==> src/rtl/core/mi3_pkg.sv <==
// Package holding the types, widths and helper functions of the 3x3 inverse block.
package mi3_pkg;

   localparam int FRAC_BITS = 16;
   localparam int ELEM_W    = 32;
   localparam int COF_W     = 64;
   localparam int DET_W     = 98;
   localparam int MAG_W     = 97;
   localparam int NUM_W     = MAG_W + 2*FRAC_BITS + 2;
   localparam int DIV_W     = MAG_W + 1;
   localparam int QUO_W     = NUM_W;
   localparam int NUM_LANES = 9;

   typedef struct packed {
      logic signed [ELEM_W-1:0] m_r0c0;
      logic signed [ELEM_W-1:0] m_r0c1;
      logic signed [ELEM_W-1:0] m_r0c2;
      logic signed [ELEM_W-1:0] m_r1c0;
      logic signed [ELEM_W-1:0] m_r1c1;
      logic signed [ELEM_W-1:0] m_r1c2;
      logic signed [ELEM_W-1:0] m_r2c0;
      logic signed [ELEM_W-1:0] m_r2c1;
      logic signed [ELEM_W-1:0] m_r2c2;
   } req_type;

   typedef struct packed {
      logic signed [ELEM_W-1:0] inv_r0c0;
      logic signed [ELEM_W-1:0] inv_r0c1;
      logic signed [ELEM_W-1:0] inv_r0c2;
      logic signed [ELEM_W-1:0] inv_r1c0;
      logic signed [ELEM_W-1:0] inv_r1c1;
      logic signed [ELEM_W-1:0] inv_r1c2;
      logic signed [ELEM_W-1:0] inv_r2c0;
      logic signed [ELEM_W-1:0] inv_r2c1;
      logic signed [ELEM_W-1:0] inv_r2c2;
      logic signed [ELEM_W-1:0] determinant;
      logic                     singular;
      logic                     saturated;
   } rsp_type;

   // Per-lane result handed to the merging stage.
   typedef struct packed {
      logic [ELEM_W-1:0] value;
      logic              sat;
   } lane_out_type;

   // Saturate a sign-magnitude quotient to a 32-bit two's complement value.
   function automatic lane_out_type clip_q(input logic neg, input logic [QUO_W-1:0] mag);
      lane_out_type r;
      logic [QUO_W-1:0] lim;
      logic [QUO_W-1:0] m;
      lim = neg ? QUO_W'(64'h8000_0000) : QUO_W'(64'h7FFF_FFFF);
      m   = mag;
      r.sat = 1'b0;
      if (mag > lim) begin
         r.sat = 1'b1;
         m = lim;
      end
      r.value = neg ? ELEM_W'(~m[ELEM_W-1:0] + 1'b1) : m[ELEM_W-1:0];
      return r;
   endfunction

endpackage

==> src/rtl/core/mi3_merge.sv <==
// Merging stage: gathers the lane quotients, rounds the determinant and forms the result.
module mi3_merge
   import mi3_pkg::*;
(
   input  logic              clock,
   input  lane_out_type      lane [NUM_LANES],
   input  logic              dneg,
   input  logic [MAG_W-1:0]  dmag,
   input  logic              zero,
   output rsp_type           rsp
);

   logic [MAG_W:0]  rounded;
   logic [QUO_W-1:0] dq;
   lane_out_type    dres;
   logic            sat_any;
   rsp_type         rsp_in;

   // Determinant: round the magnitude to nearest, ties away from zero, then saturate.
   assign rounded = ({1'b0, dmag} + ((MAG_W+1)'(1) << (2*FRAC_BITS - 1))) >> (2*FRAC_BITS);
   assign dq      = QUO_W'(rounded);
   assign dres    = clip_q(dneg && (rounded != '0), dq);

   always_comb begin
      sat_any = dres.sat;
      for (int i = 0; i < NUM_LANES; i++) sat_any = sat_any | lane[i].sat;
      rsp_in.inv_r0c0    = lane[0].value;
      rsp_in.inv_r0c1    = lane[1].value;
      rsp_in.inv_r0c2    = lane[2].value;
      rsp_in.inv_r1c0    = lane[3].value;
      rsp_in.inv_r1c1    = lane[4].value;
      rsp_in.inv_r1c2    = lane[5].value;
      rsp_in.inv_r2c0    = lane[6].value;
      rsp_in.inv_r2c1    = lane[7].value;
      rsp_in.inv_r2c2    = lane[8].value;
      rsp_in.determinant = dres.value;
      rsp_in.singular    = zero;
      rsp_in.saturated   = sat_any;
      if (zero) begin
         rsp_in           = '0;
         rsp_in.singular  = 1'b1;
      end
   end

   always_ff @(posedge clock) begin
      rsp <= rsp_in;
   end

endmodule

==> config.mk <==
export PLATFORM = sky130hd
export DESIGN_NAME = mi3_merge
export DESIGN_NICKNAME = d
export VERILOG_FILES = /design/src/rtl/core/mi3_pkg.sv /design/src/rtl/core/mi3_merge.sv
export SDC_FILE = /design/constraint.sdc
export NUM_CORES = 1
export LEC_CHECK = 0
export ABC_CLOCK_PERIOD_IN_PS = 10400
export BUFFER_PORTS_ARGS = -buffer_cell sky130_fd_sc_hd__buf_2
export CAP_MARGIN = 25
export CORE_AREA = 4 4 282 284
export CTS_BUF_LIST = sky130_fd_sc_hd__clkbuf_16
export DETAILED_ROUTE_END_ITERATION = 12
export DIE_AREA = 0 0 286 288
export PLACE_DENSITY_LB_ADDON = 0.12
export SYNTH_ARGS = -nofsm -noshare
export SYNTH_HDL_FRONTEND = slang
export SYNTH_SLANG_ARGS = --single-unit
==> constraint.sdc <==
create_clock -name clock -period 10.4 [get_ports clock]
set_input_delay 2.08 -clock clock [delete_from_list [all_inputs] [get_ports clock]]
set_output_delay 2.08 -clock clock [all_outputs]
set_load 0.005 [all_outputs]
==> summary by stage <==
Run status
The run finished with clean final reports.

Logic synthesis
The net count after synthesis is roughly 1.7k. The most common cell in the synthesized netlist is dfxtp_1. For this run, the number of Yosys warnings is 0.

In the synthesized netlist the dominant register cell turns out to be dfxtp_1. By count the netlist is led by dfxtp_1 (322), nor2b_1 (292), nor2_1 (58). Counting flops and latches in the post-synthesis netlist gives about 320. The synthesized area per cell is 9.74 µm². After synthesis, the cell types taking the most area are dfxtp_1 (51%), nor2b_1 (15%), ha_1 (2.7%).

After synthesis, the share of flip-flops with an asynchronous set or reset is 0%. After synthesis, the netlist uses 72 different library cells. The synthesized instance count is 1291. The largest area contributor in the netlist is dfxtp_1.

The number of enable flip-flop cells after synthesis is 0. For this run, the register share of the synthesized area comes to 51.3%. The cell area that synthesis handed to floorplanning was between 10000 and 15000 µm². The share of synthesized area in the top cell type comes to between 50% and 60%.

Clocking
After clock tree synthesis, the repair step resized 0 gates. CTS built an H-tree with a depth of 2. The post-CTS repair timing setup buffer count is 0.

Counting along the longest clock path gives a buffer depth of 3. After clock tree synthesis, the clock-pin slew on the worst setup and hold paths is approximately 0.07 ns. The number of hold buffers added after CTS was 0. The number of sinks on the clock net is 322. CTS placed an instance of clkbuf_16 at the clock tree root. The number of CTS-inserted buffers is 39. The TritonCTS clock tree is yes.

Finish
The post-synthesis to final-layout area growth is 49.9%. The count of fill cells added during filler insertion is 8618. Ranked by flip-flop count, first place goes to rsp. The share of layout cells above drive strength 1 is about two fifths. The largest registers in the layout are rsp: 322 flops. The net count of the finished layout is around 2.5k. The register with the most flip-flops in the layout has between 300 and 400 of them. Cells fill between 20% and 30% of the core in the end.

Worst setup path
The maximum single-stage delay on the critical path is between 0.6 and 0.7 ns. The family with the most delay on the worst path is simple AND/OR/NAND/NOR gates. The worst setup path is captured at a flop. For the worst setup path, the data arrival time is slightly above 10 ns. On the critical path, the stage with the largest delay is an instance of or4_1. The worst setup path category is in2reg.

The number of buffers and inverters on the critical path is 6. The top fanout value on the critical path is 9. The endpoint required time on the critical path is between 10 and 15 ns. The kind of launch point of the worst setup path is a primary input.

Floorplanning
During I/O placement, the number of pins put on the boundary was ~720. The total core area is slightly below 80000 µm². The die covers slightly above 80000 µm². The initial core utilization is about 16%.

Measured along the y axis, the die boundary spans approximately 290 µm. The number of cell rows is between 100 and 150. The die is between 200 and 300 µm wide.

Pwr
Sequential cells account for between 40% and 50% of the total power. The leakage power is about 8.6 nW. The peak supply drop is 0.0957 mV.

The internal portion of the total power is 2.19 mW. The net switching power is approximately 770 µW. The relative contribution of combinational cells to total power is about an eighth. The clock power share is 42.8%. For this design the ratio of total power to cell area is around 160 nW/µm². In this run switching power makes up between 20% and 30% of total power.

STA
The transition time at the pin with the least slew margin is between 0.9 and 1 ns. The final-report hold violation count is 0. The share of the clock period used by the worst path after layout is 92.6%. The worst pin sits at a relative slew slack of around 36%.

Setup violations remaining at the end of the flow were counted as 0. The final-layout setup total negative slack is 0 ns. The peak clock frequency supported by timing is slightly above 0.1 GHz. The smallest clock period supported by the final layout is computed as 9.63 ns. The number of max-slew violations in the final report came to 0. Setup repair after global routing left no endpoint under its margin.

Global routing
The first global-routing pass estimated between 90000 and 100000 µm of wire. The number of antenna violations at the first check in global routing is 27. Entering global routing, the biggest net connects between 90 and 100 pins. The total overflow reported by the global router is 0. Across every metal layer, demand over resource in global routing totals 15.3%. The number of global-route vias before repair is about 12k.

Place
The total of buffers placed on input and output ports is 687. At the end of routability-driven placement, the weighted congestion stood at ~0.9. The HPWL reported at the end of detailed placement is approximately 56000 µm.

Drt
The via-per-instance ratio is 3.99. The pre-antenna-repair detailed-routing pass consisted of 5 iterations. The antenna violation net count after detailed routing is 0. After detailed routing, the average wire length per cell comes to ~22 µm. The DRC marker count from the first detailed-route iteration is a little over 600. The final routed DRC violation total is 0. For this block, the via count after detailed routing is roughly 12k. Summed over all layers, the routed wires come to approximately 67000 µm.

Hold path
The path type of the worst min-delay path is in2reg.

Job
The tool flagged a number of max-cap violations equal to 0.
==> stage by stage <==
stage	area, µm²	total power [mW]	worst slack (ns)	std cells	hold slack [ns]
floorplan	12600	1.49	0.0251	1291	2.11
global placement	17700	1.73	0.133	3037	2.29
detailed placement	17700	1.73	0.120	3037	2.29
CTS	18800	3.03	0.670	3103	1.68
global route	18800	3.11	0.0501	3104	1.69
finish	18800	2.96	0.767	3107	1.73
==> path summary, 6_finish.rpt <==
path              depth (start not counted)                   to  startpoint  slack, ns
setup / recovery                         35   rsp[26]$_SDFF_PP0_    dmag[38]       0.77
hold / removal                            2  rsp[194]$_SDFF_PP0_   lane[166]       1.73
==> cell type report <==
type	count	area (µm²)	area share (%)
Timing Repair Buffer	768	4060	21.5
Inverter	31	120	0.637
Antenna cell	4	10.0	0.0531
Tap cell	1040	1300	6.91
Multi-Input combinational cell	876	5740	30.5
Clock inverter	26	164	0.870
Clock buffer	40	1000	5.31
Sequential cell	322	6450	34.2
==> cell usage in the layout (no fill, tap or decap), types with 7 or more instances in the layout <==
cell type,count
a21oi_1,37
xnor2_1,31
nand3_1,38
xor2_1,21
nor2b_1,292
a21o_1,8
nand2_1,55
a31oi_1,15
inv_1,37
o21ai_0,31
and3_1,13
nand4_1,35
or3_1,12
buf_4,81
dfxtp_1,322
o31ai_1,7
and2_1,12
or4_1,14
and4_1,8
ha_1,27
a211oi_1,9
nor4_1,23
clkbuf_16,40
clkinv_1,7
nor2_1,58
nor3_1,38
buf_2,686
==> kinds of logic (layout without fill, tap and decap cells) <==
family | count (synthesis) | after routing | synth area share, %
buffers and inverters | 93 | 865 | 3.09
other | 0 | 4 | 0
and+or+nand+nor | 633 | 633 | 30.0
DFF | 322 | 322 | 51.3
xor gates and xnor gates | 52 | 52 | 3.62
muxes | 9 | 9 | 0.746
adders and majority gates | 27 | 27 | 2.69
AOI/OAI and AO/OA | 155 | 155 | 8.63
==> metal layers <==
layer	track usage (%)	share of wire, %
met1	18.8	41
met2	26.0	48
met3	4.85	8.2
met4	3.63	2.0
met5	0	0.14
==> power groups by stage <==
| stage | registers [mW] | logic, mW | clock network, mW |
|---|---|---|---|
| finish | 1.32 | 0.372 | 1.27 |
| global route | 1.33 | 0.411 | 1.37 |
| CTS | 1.32 | 0.381 | 1.33 |
| detailed placement | 1.35 | 0.378 | 0 |
| global placement | 1.35 | 0.381 | 0 |
| floorplan | 1.35 | 0.136 | 0 |
Power figures use the tool's default switching activity.
